===== src/hw/rtl/rnu_pkg.sv =====
// ----------------------------------------------------------------------------
// rnu_pkg: shared definitions for the rational normaliser
// Default width and the status bundle reported by the iterative units.
// ----------------------------------------------------------------------------
`default_nettype none

package rnu_pkg;

    // Default width of the signed numerator and denominator.
    localparam int DATA_WIDTH_DEF = 32;

    // Status of an iterative unit: working, and a one-cycle finish pulse.
    typedef struct packed {
        logic busy;
        logic done;
    } t_unit_sts;

endpackage

`default_nettype wire


===== src/hw/rtl/rnu_gcd.sv =====
// ----------------------------------------------------------------------------
// rnu_gcd: iterative binary greatest common divisor
// One shift or one subtract-and-shift per cycle on two nonzero magnitudes.
// ----------------------------------------------------------------------------
`default_nettype none

module rnu_gcd
    import rnu_pkg::*;
#(
    parameter int MAG_W = DATA_WIDTH_DEF - 1
) (
    input  wire logic             i_clk,
    input  wire logic             i_rst_n,
    input  wire logic             i_start,
    input  wire logic [MAG_W-1:0] i_a,
    input  wire logic [MAG_W-1:0] i_b,
    output t_unit_sts             o_sts,
    output logic      [MAG_W-1:0] o_gcd
);

    localparam int K_W = $clog2(MAG_W + 1);

    logic [MAG_W-1:0] r_a, n_a;
    logic [MAG_W-1:0] r_b, n_b;
    logic [K_W-1:0]   r_k, n_k;
    logic             r_busy;
    logic             r_done;
    logic [MAG_W-1:0] r_gcd;
    logic [MAG_W-1:0] w_diff;
    logic             w_a_gt_b;

    // One step of the binary algorithm; the shared subtractor takes the
    // larger operand minus the smaller one.
    always_comb begin
        w_a_gt_b = (r_a > r_b);
        w_diff   = w_a_gt_b ? (r_a - r_b) : (r_b - r_a);
        n_a      = r_a;
        n_b      = r_b;
        n_k      = r_k;
        if (!r_a[0] && !r_b[0]) begin
            n_a = r_a >> 1;
            n_b = r_b >> 1;
            n_k = r_k + K_W'(1);
        end else if (!r_a[0]) begin
            n_a = r_a >> 1;
        end else if (!r_b[0]) begin
            n_b = r_b >> 1;
        end else if (w_a_gt_b) begin
            n_a = w_diff >> 1;
        end else begin
            n_b = w_diff >> 1;
        end
    end

    // Operand registers and control.
    always_ff @(posedge i_clk) begin
        if (!i_rst_n) begin
            r_busy <= 1'b0;
            r_done <= 1'b0;
        end else begin
            r_done <= 1'b0;
            if (i_start) begin
                r_a    <= i_a;
                r_b    <= i_b;
                r_k    <= '0;
                r_busy <= 1'b1;
            end else if (r_busy) begin
                if (r_a == r_b) begin
                    // Equal operands: restore the common factors of two.
                    r_gcd  <= r_a << r_k;
                    r_busy <= 1'b0;
                    r_done <= 1'b1;
                end else begin
                    r_a <= n_a;
                    r_b <= n_b;
                    r_k <= n_k;
                end
            end
        end
    end

    assign o_sts.busy = r_busy;
    assign o_sts.done = r_done;
    assign o_gcd      = r_gcd;

endmodule

`default_nettype wire


===== src/hw/rtl/rnu_div.sv =====
// ----------------------------------------------------------------------------
// rnu_div: restoring unsigned divider
// One quotient bit per cycle, MAG_W quotient bits per division.
// ----------------------------------------------------------------------------
`default_nettype none

module rnu_div
    import rnu_pkg::*;
#(
    parameter int MAG_W = DATA_WIDTH_DEF - 1
) (
    input  wire logic             i_clk,
    input  wire logic             i_rst_n,
    input  wire logic             i_start,
    input  wire logic [MAG_W-1:0] i_dividend,
    input  wire logic [MAG_W-1:0] i_divisor,
    output t_unit_sts             o_sts,
    output logic      [MAG_W-1:0] o_quotient
);

    localparam int CNT_W = $clog2(MAG_W + 1);

    logic [MAG_W:0]   r_rem;
    logic [MAG_W-1:0] r_quo;
    logic [MAG_W-1:0] r_dsr;
    logic [CNT_W-1:0] r_cnt;
    logic             r_busy;
    logic             r_done;
    logic [MAG_W:0]   w_shift;
    logic             w_fits;

    // Bring down the next dividend bit and trial-subtract the divisor.
    always_comb begin
        w_shift = {r_rem[MAG_W-1:0], r_quo[MAG_W-1]};
        w_fits  = (w_shift >= {1'b0, r_dsr});
    end

    // Remainder, quotient and step counter.
    always_ff @(posedge i_clk) begin
        if (!i_rst_n) begin
            r_busy <= 1'b0;
            r_done <= 1'b0;
        end else begin
            r_done <= 1'b0;
            if (i_start) begin
                r_rem  <= '0;
                r_quo  <= i_dividend;
                r_dsr  <= i_divisor;
                r_cnt  <= CNT_W'(MAG_W);
                r_busy <= 1'b1;
            end else if (r_busy) begin
                r_rem <= w_fits ? (w_shift - {1'b0, r_dsr}) : w_shift;
                r_quo <= {r_quo[MAG_W-2:0], w_fits};
                r_cnt <= r_cnt - CNT_W'(1);
                if (r_cnt == CNT_W'(1)) begin
                    r_busy <= 1'b0;
                    r_done <= 1'b1;
                end
            end
        end
    end

    assign o_sts.busy = r_busy;
    assign o_sts.done = r_done;
    assign o_quotient = r_quo;

endmodule

`default_nettype wire


===== src/hw/rtl/rational_normalizer_unit.sv =====
// ----------------------------------------------------------------------------
// rational_normalizer_unit: reduces a signed fraction to lowest terms
// Divides both magnitudes by their greatest common divisor, puts the sign
// on the numerator and keeps the denominator positive.
//
//   Channel | Signals                                        | Direction
//   --------+------------------------------------------------+----------
//   in      | i_in_valid, o_in_ready, i_numerator_in,        | into block
//           | i_denominator_in                               |
//   out     | o_out_valid, i_out_ready, o_numerator_out,     | from block
//           | o_denominator_out, o_zero_divisor              |
//
// An item with a zero numerator or a zero denominator skips straight to the
// result. Otherwise the binary gcd steps run first, then two divisions on
// the shared restoring divider, the numerator first and then the denominator.
// One item is in work at a time; o_in_ready is high only while idle.
// The result is held until taken; synchronous active-low reset clears the valid flag.
// ----------------------------------------------------------------------------
`default_nettype none

module rational_normalizer_unit
    import rnu_pkg::*;
#(
    parameter int DATA_WIDTH = DATA_WIDTH_DEF
) (
    input  wire logic                         i_clk,
    input  wire logic                         i_rst_n,
    input  wire logic                         i_in_valid,
    output logic                              o_in_ready,
    input  wire logic signed [DATA_WIDTH-1:0] i_numerator_in,
    input  wire logic signed [DATA_WIDTH-1:0] i_denominator_in,
    output logic                              o_out_valid,
    input  wire logic                         i_out_ready,
    output logic signed      [DATA_WIDTH-1:0] o_numerator_out,
    output logic             [DATA_WIDTH-2:0] o_denominator_out,
    output logic                              o_zero_divisor
);

    localparam int MAG_W = DATA_WIDTH - 1;

    typedef enum logic [2:0] {
        S_IDLE,
        S_GCD,
        S_DIVN,
        S_DIVD,
        S_OUT
    } t_state;

    t_state           r_state;
    logic [MAG_W-1:0] r_na;
    logic [MAG_W-1:0] r_da;
    logic             r_neg;
    logic [MAG_W-1:0] r_g;
    logic [MAG_W-1:0] r_qn;
    logic             r_gcd_start;
    logic             r_div_start;

    logic [DATA_WIDTH-1:0] w_num_abs;
    logic [DATA_WIDTH-1:0] w_den_abs;
    logic [MAG_W-1:0]      w_na;
    logic [MAG_W-1:0]      w_da;
    logic [DATA_WIDTH-1:0] w_qn_ext;
    logic [MAG_W-1:0]      w_dividend;
    t_unit_sts             w_gcd_sts;
    t_unit_sts             w_div_sts;
    logic [MAG_W-1:0]      w_gcd;
    logic [MAG_W-1:0]      w_quotient;

    // Magnitudes of the inputs; the most negative value saturates.
    always_comb begin
        w_num_abs = i_numerator_in[DATA_WIDTH-1] ? (-i_numerator_in) : i_numerator_in;
        w_den_abs = i_denominator_in[DATA_WIDTH-1] ? (-i_denominator_in)
                                                   : i_denominator_in;
        w_na      = w_num_abs[DATA_WIDTH-1] ? {MAG_W{1'b1}} : w_num_abs[MAG_W-1:0];
        w_da      = w_den_abs[DATA_WIDTH-1] ? {MAG_W{1'b1}} : w_den_abs[MAG_W-1:0];
        w_qn_ext  = {1'b0, r_qn};
    end

    // The divider serves the numerator first, then the denominator.
    assign w_dividend = (r_state == S_DIVN) ? r_na : r_da;

    rnu_gcd #(
        .MAG_W (MAG_W)
    ) u_gcd (
        .i_clk   (i_clk),
        .i_rst_n (i_rst_n),
        .i_start (r_gcd_start),
        .i_a     (r_na),
        .i_b     (r_da),
        .o_sts   (w_gcd_sts),
        .o_gcd   (w_gcd)
    );

    rnu_div #(
        .MAG_W (MAG_W)
    ) u_div (
        .i_clk      (i_clk),
        .i_rst_n    (i_rst_n),
        .i_start    (r_div_start),
        .i_dividend (w_dividend),
        .i_divisor  (r_g),
        .o_sts      (w_div_sts),
        .o_quotient (w_quotient)
    );

    // Sequencer with the registered result.
    always_ff @(posedge i_clk) begin
        if (!i_rst_n) begin
            r_state     <= S_IDLE;
            r_gcd_start <= 1'b0;
            r_div_start <= 1'b0;
            o_out_valid <= 1'b0;
        end else begin
            r_gcd_start <= 1'b0;
            r_div_start <= 1'b0;
            case (r_state)
                S_IDLE: begin
                    if (i_in_valid) begin
                        r_na  <= w_na;
                        r_da  <= w_da;
                        r_neg <= i_numerator_in[DATA_WIDTH-1] ^
                                 i_denominator_in[DATA_WIDTH-1];
                        if (w_na == '0 || w_da == '0) begin
                            // Zero numerator gives 0/1; zero denominator with a nonzero numerator flags.
                            o_numerator_out   <= '0;
                            o_denominator_out <= MAG_W'(1);
                            o_zero_divisor    <= (w_na != '0);
                            o_out_valid       <= 1'b1;
                            r_state           <= S_OUT;
                        end else begin
                            r_gcd_start <= 1'b1;
                            r_state     <= S_GCD;
                        end
                    end
                end
                S_GCD: begin
                    if (w_gcd_sts.done) begin
                        r_g         <= w_gcd;
                        r_div_start <= 1'b1;
                        r_state     <= S_DIVN;
                    end
                end
                S_DIVN: begin
                    if (w_div_sts.done) begin
                        r_qn        <= w_quotient;
                        r_div_start <= 1'b1;
                        r_state     <= S_DIVD;
                    end
                end
                S_DIVD: begin
                    if (w_div_sts.done) begin
                        o_numerator_out   <= r_neg ? (-w_qn_ext) : w_qn_ext;
                        o_denominator_out <= w_quotient;
                        o_zero_divisor    <= 1'b0;
                        o_out_valid       <= 1'b1;
                        r_state           <= S_OUT;
                    end
                end
                S_OUT: begin
                    if (i_out_ready) begin
                        o_out_valid <= 1'b0;
                        r_state     <= S_IDLE;
                    end
                end
                default: begin
                    r_state <= S_IDLE;
                end
            endcase
        end
    end

    assign o_in_ready = (r_state == S_IDLE);

    // A finished item never shares the cycle with a new acceptance.
    a_no_overlap: assert property (@(posedge i_clk) disable iff (!i_rst_n)
        !(o_in_ready && o_out_valid))
        else $error("input accepted while a result is pending");

    // A delivered denominator is never zero.
    a_den_nonzero: assert property (@(posedge i_clk) disable iff (!i_rst_n)
        o_out_valid |-> (o_denominator_out != '0))
        else $error("zero denominator in result");

    // The error flag always comes with the forced result 0/1.
    a_flag_result: assert property (@(posedge i_clk) disable iff (!i_rst_n)
        (o_out_valid && o_zero_divisor) |->
            (o_numerator_out == '0 && o_denominator_out == MAG_W'(1)))
        else $error("zero divisor flag without 0/1 result");

    // The gcd unit only finishes while the sequencer waits for it.
    a_gcd_in_state: assert property (@(posedge i_clk) disable iff (!i_rst_n)
        w_gcd_sts.done |-> (r_state == S_GCD))
        else $error("gcd finished outside its phase");

    // The gcd unit and the divider never work at the same time.
    a_one_unit_busy: assert property (@(posedge i_clk) disable iff (!i_rst_n)
        !(w_gcd_sts.busy && w_div_sts.busy))
        else $error("gcd unit and divider busy together");

endmodule

`default_nettype wire


===== config.mk =====
export PLATFORM = sky130hd
export DESIGN_NAME = rational_normalizer_unit
export DESIGN_NICKNAME = d
export VERILOG_FILES = /design/src/hw/rtl/rnu_pkg.sv /design/src/hw/rtl/rnu_gcd.sv /design/src/hw/rtl/rnu_div.sv /design/src/hw/rtl/rational_normalizer_unit.sv
export SDC_FILE = /design/constraint.sdc
export NUM_CORES = 1
export LEC_CHECK = 0
export BUFFER_PORTS_ARGS = -buffer_cell sky130_fd_sc_hd__buf_2
export CORE_MARGIN = 5
export CORE_UTILIZATION = 50
export CTS_CLUSTER_DIAMETER = 40
export CTS_CLUSTER_SIZE = 28
export DETAILED_ROUTE_END_ITERATION = 10
export HOLD_SLACK_MARGIN = 0.1
export PLACE_DENSITY = 0.75
export SLEW_MARGIN = 20
export SYNTH_ARGS = -nofsm -noshare
export SYNTH_HDL_FRONTEND = slang
export SYNTH_HIERARCHICAL = 1
export SYNTH_SLANG_ARGS = --single-unit
export TNS_END_PERCENT = 50

===== constraint.sdc =====
create_clock -name i_clk -period 8.03 [get_ports i_clk]
set_clock_uncertainty 0.05 [all_clocks]
set_input_delay 0.803 -clock i_clk [delete_from_list [all_inputs] [get_ports i_clk]]
set_output_delay 0.803 -clock i_clk [all_outputs]
set_load 0.05 [all_outputs]

## After elaboration in Yosys (flattened, before gate mapping)

Index checks and enable logic that the tools add are counted.
Widths: inputs -> output; s select.

| word-level totals | value |
|---|---|
| RAM bits | 0 |
| output and inout port bits | 66 |
| word-level logic and storage cells | 153 |
| memories | 0 |
| bits in registers | 395 |
| bits in latches | 0 |
| bits in read-only memories | 0 |

| operators by class | value |
|---|---|
| bitwise operators | 5 |
| $add $sub $neg | 8 |
| shifts and indexed selects | 1 |
| muxes and demuxes | 65 |
| multiply operators | 0 |
| eq/ne operators | 16 |
| divide/modulo/power cells | 0 |
| magnitude comparators | 2 |
| reduce and logical (&&, ||, !) cells | 30 |

Operator list:

| kind | number |
|---|---|
| $mux 31 | 25 |
| $mux 32 | 6 |
| $sub 31x31->31 | 3 |
| $neg 32->32 | 2 |
| $pmux 32 s2 | 1 |
| $logic_not 31->1 | 2 |
| $pmux 31 s2 | 1 |
| $ge 32x31->1 | 1 |
| $neg 31->32 | 1 |
| $eq 31x31->1 | 1 |
| $gt 31x31->1 | 1 |
| $reduce_bool 31->1 | 1 |
| $shl 31x5->31 | 1 |
| $reduce_and 5->1 | 5 |
| $mux 5 | 4 |
| $mux 1 | 18 |
| $mux 3 | 6 |
| $pmux 3 s5 | 1 |
| $ne 4x4->1 const B | 3 |
| $reduce_and 3->1 | 4 |
| $reduce_and 4->1 | 3 |
| $ne 2x1->1 const B | 4 |
| $reduce_bool 2->1 | 4 |
| $eq 3x2->1 const B | 2 |
| other kinds (17) | 27 |

## Logic depth before layout (Yosys ltp)

| logic depth | value |
|---|---|
| depth after elaboration | 9 |
| gate-level depth with buffers | 14 |
| gate-level depth less buffers | 13 |

## Hierarchy

Netlist, hierarchy kept.

By module, submodules not included:

| module | area an instance (µm²) | cells an instance | sequential area each (µm²) | instances |
|---|---|---|---|---|
| rational_normalizer_unit | 9883.2 | 862 | 5795.6 | 1 |
| rnu_gcd | 9425.3 | 1099 | 2982.9 | 1 |
| rnu_div | 5735.5 | 519 | 2982.9 | 1 |

## Least setup slack after synthesis

No wires, ideal clock.

| path | value |
|---|---|
| path kind | input -> register |
| from | in i_numerator_in[4] |
| to | reg o_denominator_out[0] (enable) |
| arrival | 6.325 ns |
| stages | 11 |
| buffers on the path | 2 |
| path slack | 1.161 ns |
| library setup time | 0.494 ns |
| cell sequence | clkbuf_1 -> or3_1 -> clkbuf_1 -> or2_4 -> or3_4 -> or4b_4 -> a2111oi_2 -> nor4b_2 -> and4_1 -> a41oi_2 -> o21ai_1 |

| on the way | value |
|---|---|
| word-level cells in the longest chain between the ends | 7 |

RTL lines:

| item | RTL line | text |
|---|---|---|
| start, declared | rational_normalizer_unit.sv:30 | `input wire logic signed [DATA_WIDTH-1:0] i_numerator_in,` |
| $neg 32->32 | rational_normalizer_unit.sv:71 | `w_num_abs = i_numerator_in[DATA_WIDTH-1] ? (-i_numerator_in) : i_numerator_in;` |
| $mux 32 (*) | rational_normalizer_unit.sv:71 |  |
| $mux 31 (*) | rational_normalizer_unit.sv:74 | `w_na = w_num_abs[DATA_WIDTH-1] ? {MAG_W{1'b1}} : w_num_abs[MAG_W-1:0];` |
| $logic_not 31->1 (*) | rational_normalizer_unit.sv:123 | `if (w_na == '0 \|\| w_da == '0) begin` |
| $logic_or 1x1->1 (*) | rational_normalizer_unit.sv:123 |  |
| $ne 2x1->1 (no source line) (*) | -- |  |
| $reduce_and 5->1 (no source line) (*) | -- |  |
| end signal, assigned | rational_normalizer_unit.sv:153 | `o_denominator_out <= w_quotient;` |
| end, declared | rational_normalizer_unit.sv:35 | `output logic [DATA_WIDTH-2:0] o_denominator_out,` |

Mark *: on every way between the ends. The rest lies on a longest branch, timed or not.
A chain may end at the register's enable or synchronous reset.

## Final worst setup path

| path | value |
|---|---|
| from | in i_denominator_in[7] |
| to | reg o_denominator_out[10] (enable) |

| on the way | value |
|---|---|
| word-level cells in the longest chain between the ends | 7 |

RTL lines:

| item | RTL line | text |
|---|---|---|
| start, declared | rational_normalizer_unit.sv:31 | `input wire logic signed [DATA_WIDTH-1:0] i_denominator_in,` |
| $neg 32->32 | rational_normalizer_unit.sv:72 | `w_den_abs = i_denominator_in[DATA_WIDTH-1] ? (-i_denominator_in)` |
| $mux 32 | rational_normalizer_unit.sv:72 |  |
| $mux 31 | rational_normalizer_unit.sv:75 | `w_da = w_den_abs[DATA_WIDTH-1] ? {MAG_W{1'b1}} : w_den_abs[MAG_W-1:0];` |
| via w_da[29] | rational_normalizer_unit.sv:61 | `logic [MAG_W-1:0] w_da;` |
| $logic_not 31->1 | rational_normalizer_unit.sv:123 |  |
| $logic_or 1x1->1 | rational_normalizer_unit.sv:123 |  |
| $ne 2x1->1 (no source line) | -- |  |
| $reduce_and 5->1 (no source line) | -- |  |

The timed path passes the listed nets, and every way through them passes these cells.

==> out/results.txt <==
The analysis attributes to cell leakage a power of 10.6 nW. For this run, design rule violations remaining after detail routing come to 0. The cell family contributing the most delay on the critical path is simple AND/OR/NAND/NOR gates.

The cell area after synthesis came out at 25000 sq um. The floorplan has 82 rows. The path class of the lowest-slack min-delay path was reg -> reg.

STA classifies the critical path endpoint as a flop. The total number of clock tree sinks was 395. Worst hold endpoint: r_g[21]. The run gives 6 as the total of warnings raised by yosys. Routability-driven placement finished with a final weighted congestion of 0.975.

The number of search-and-repair iterations in the first detailed-routing pass was 6; the depth of the worst register-to-register path was 12. The flow ran to the end, and the final reports show no timing, DRC or antenna violations. The max-slew violation count is 0, and the count of cells resized by post-cts repair is 0. The core region is 49900 sq um. STA classifies the critical path startpoint as an input pin. In this run the critical register-to-register path is captured at u_gcd/r_a[8]. Number of standard cells after synthesis: 2478. Number of buffers and inverters on the critical path: 2.

Before CTS, the worst setup slack after placement is 2600 ps. From synthesis to final layout, the design area changed by 11.0%. Cell depth of the worst hold path: 0.

Type of the worst setup path: in -> reg. The post-route antenna net violation count was 0. Dividing total power by cell area gives a power density of 215 nW/um^2. The average instance in the mapped netlist occupies 10.1 sq um.

The logs give 3153 for the placed cell count and 600 ps for the clock insertion delay at the later pin of the skew report. The number of placed I/O pins is 134. The worst register-to-register path begins at u_gcd/r_a[9]. VDD sags by at most 145 uV.

No sink is reached through more buffers than the 3 on the longest clock path. Setup violations remaining at the end of the flow were counted as 0. Counting the buffers created by CTS gives 48.

After detailed routing, the total wire length is 65.5 mm. The count of cells in the finished layout, fillers not included, comes to 3243. The placed wire-length estimate after detailed placement was 49.8 mm. The diode insertion count for antenna repair was 0; the peak fanout along the critical path was 64. The max-slew headroom at the worst pin was 0.295; the minimum clock period was 4850 ps. For the H-tree level count, the log shows 2. Setup repair after global routing left no endpoint under its margin.

In this run the number of cells on the critical path is 11. For this run the aggregate overflow at the end of global routing stands at 0. At the pin with the least slew margin, the transition time is 1060 ps. Data on the critical path arrives at its endpoint at 5020 ps. For this design, the slowest cell found on the critical path is sky130_fd_sc_hd__buf_4. The floorplan step set the die width to 234 um.

The die area was 54600 sq um; the longest individual stage delay on the worst path was 610 ps. The number of buffers inserted by post-CTS setup repair is 0. The overall global routing resource usage is 0.233. Setup total negative slack on the finished layout was measured at 0 ps. The highest clock frequency the design can meet is 0.206 GHz. Clock-pin slew was measured on the worst setup and hold paths at 70 ps. TritonCTS built the clock tree. Data on the critical path is required at its endpoint by 8200 ps. After detailed routing, the average wire length per cell comes to 20.2 um. Setup slack on the worst reg-to-reg path comes out at 3950 ps.

The run gives 1649 as the DRC violation total after the first TritonRoute iteration. The via count of the first global-routing pass was 18200; the fraction of final layout cells with drive strength greater than 1 was 0.148. The effective utilization at floorplan came out at 0.502. The count of buffers inserted at the top-level ports was 133.

The hold violation count in the final report is 0, and the final worst slack is 3180 ps. Clock tree synthesis selected as its root buffer the cell sky130_fd_sc_hd__clkbuf_16. In the final design database the tool counted 2703 nets. Synthesis produced a netlist with a net count of 2649.

The height of the die is 234 um. The first global-routing pass estimated 100 mm of wire. In this run, post-CTS hold repair placed 0 buffers. Dividing the detail-routed via count by the number of cells gives 5.99.

In this run the most critical hold path is launched from u_gcd/o_gcd[21]. Entering global routing, the biggest net connects 88 pins. Max-cap violations in this run came to 0. The initial antenna violation count was 6. The count of vias placed by the detailed router came out at 19400.

The signal on the critical path passes through buf_2 > nor4_2 > nand3_1 > nor4_1 > nand2_1 > a22o_1 > or4_1 > nor3_1 > a41oi_2 > o21ai_4 > buf_4. The final cycle utilization of the critical path came out at 0.604.
[through the flow]
stage | hold slack (ps) | cell area [sq um] | power, W | utilization
final | 361 | 27800 | 0.00596 | 0.557
after global routing | 365 | 27800 | 0.00621 | 0.557
after CTS | 363 | 27700 | 0.00598 | 0.556
after detailed placement | 355 | 26000 | 0.00370 | 0.522
after global placement | 353 | 26000 | 0.00368 | 0.522
after floorplan | 350 | 25000 | 0.00337 | -
[report_power, final]
| part | internal [W] | switching, W |
|---|---|---|
| clock | 0.00129 | 0.000984 |
| combinational | 0.000452 | 0.000780 |
| sequential | 0.00236 | 0.0000944 |
| total | 0.00410 | 0.00186 |
[how the worst max path moves through the flow]
stage,slack [ps],endpoint,start
after floorplan,1160,o_denominator_out[0],i_numerator_in[4]
after global placement,2800,o_denominator_out[13],i_denominator_in[7]
after detailed placement,2600,o_denominator_out[11],i_denominator_in[7]
after CTS,3220,o_denominator_out[11],i_denominator_in[7]
after global routing,2880,o_denominator_out[10],i_denominator_in[7]
final,3180,o_denominator_out[10],i_denominator_in[7]
[cells in the final DEF (no fill, tap or decap), types with 53 or more instances in the layout]
cell                       instances
sky130_fd_sc_hd__edfxtp_1        385
sky130_fd_sc_hd__nand2_1         241
sky130_fd_sc_hd__a21oi_1         177
sky130_fd_sc_hd__nor2_1          169
sky130_fd_sc_hd__inv_1           165
sky130_fd_sc_hd__buf_2           133
sky130_fd_sc_hd__o21ai_0         132
sky130_fd_sc_hd__ha_1            100
sky130_fd_sc_hd__xor2_1           87
sky130_fd_sc_hd__mux2_2           72
sky130_fd_sc_hd__nor3_1           53
sky130_fd_sc_hd__and3_1           53
[state kept, by name, summed over array words and instances (netlist names)]
register,count
o_numerator_out,32
o_denominator_out,31
r_da,31
r_g,31
r_na,31
r_qn,31
u_div/o_quotient,31
u_div/r_dsr,31
u_div/r_rem,31
u_gcd/o_gcd,31
u_gcd/r_a,31
u_gcd/r_b,31
u_div/r_cnt,5
u_gcd/r_k,5
r_state,3
o_out_valid,1
o_zero_divisor,1
r_div_start,1
r_gcd_start,1
r_neg,1
u_div/r_busy,1
u_div/r_done,1
u_gcd/r_busy,1
u_gcd/r_done,1
[worst reg2reg max path: stages (launching register included)]
cell                        delay [ps]
sky130_fd_sc_hd__edfxtp_1          470
sky130_fd_sc_hd__inv_1             120
sky130_fd_sc_hd__ha_1              670
sky130_fd_sc_hd__nand3_1           270
sky130_fd_sc_hd__o211ai_1          350
sky130_fd_sc_hd__a2111o_1          210
sky130_fd_sc_hd__o2111ai_1         130
sky130_fd_sc_hd__a21boi_2          150
sky130_fd_sc_hd__buf_4             280
sky130_fd_sc_hd__nand3_1           320
sky130_fd_sc_hd__nor2_1            560
sky130_fd_sc_hd__o21ai_0           180
sky130_fd_sc_hd__o311ai_0          130
[final cells by class]
cell class | count | area, sq um
Clock buffer | 51 | 1230
Clock inverter | 38 | 500
Fill cell | 4249 | 22100
Inverter | 171 | 642
Multi-Input combinational cell | 1762 | 11900
Sequential cell | 395 | 11800
Tap cell | 672 | 841
Timing Repair Buffer | 154 | 843
[routing by layer]
layer  track usage  vias to the layer above  wire length (um)  part of all wire
met5             0                        -                 0                 0
met4        0.0938                        0              2770             0.042
met1         0.328                     9265             27700              0.42
met2         0.366                      753             30200              0.46
li1              -                     9254                 -                 -
met3        0.0347                      164              4780             0.073
(Power assumes the default switching activity.)
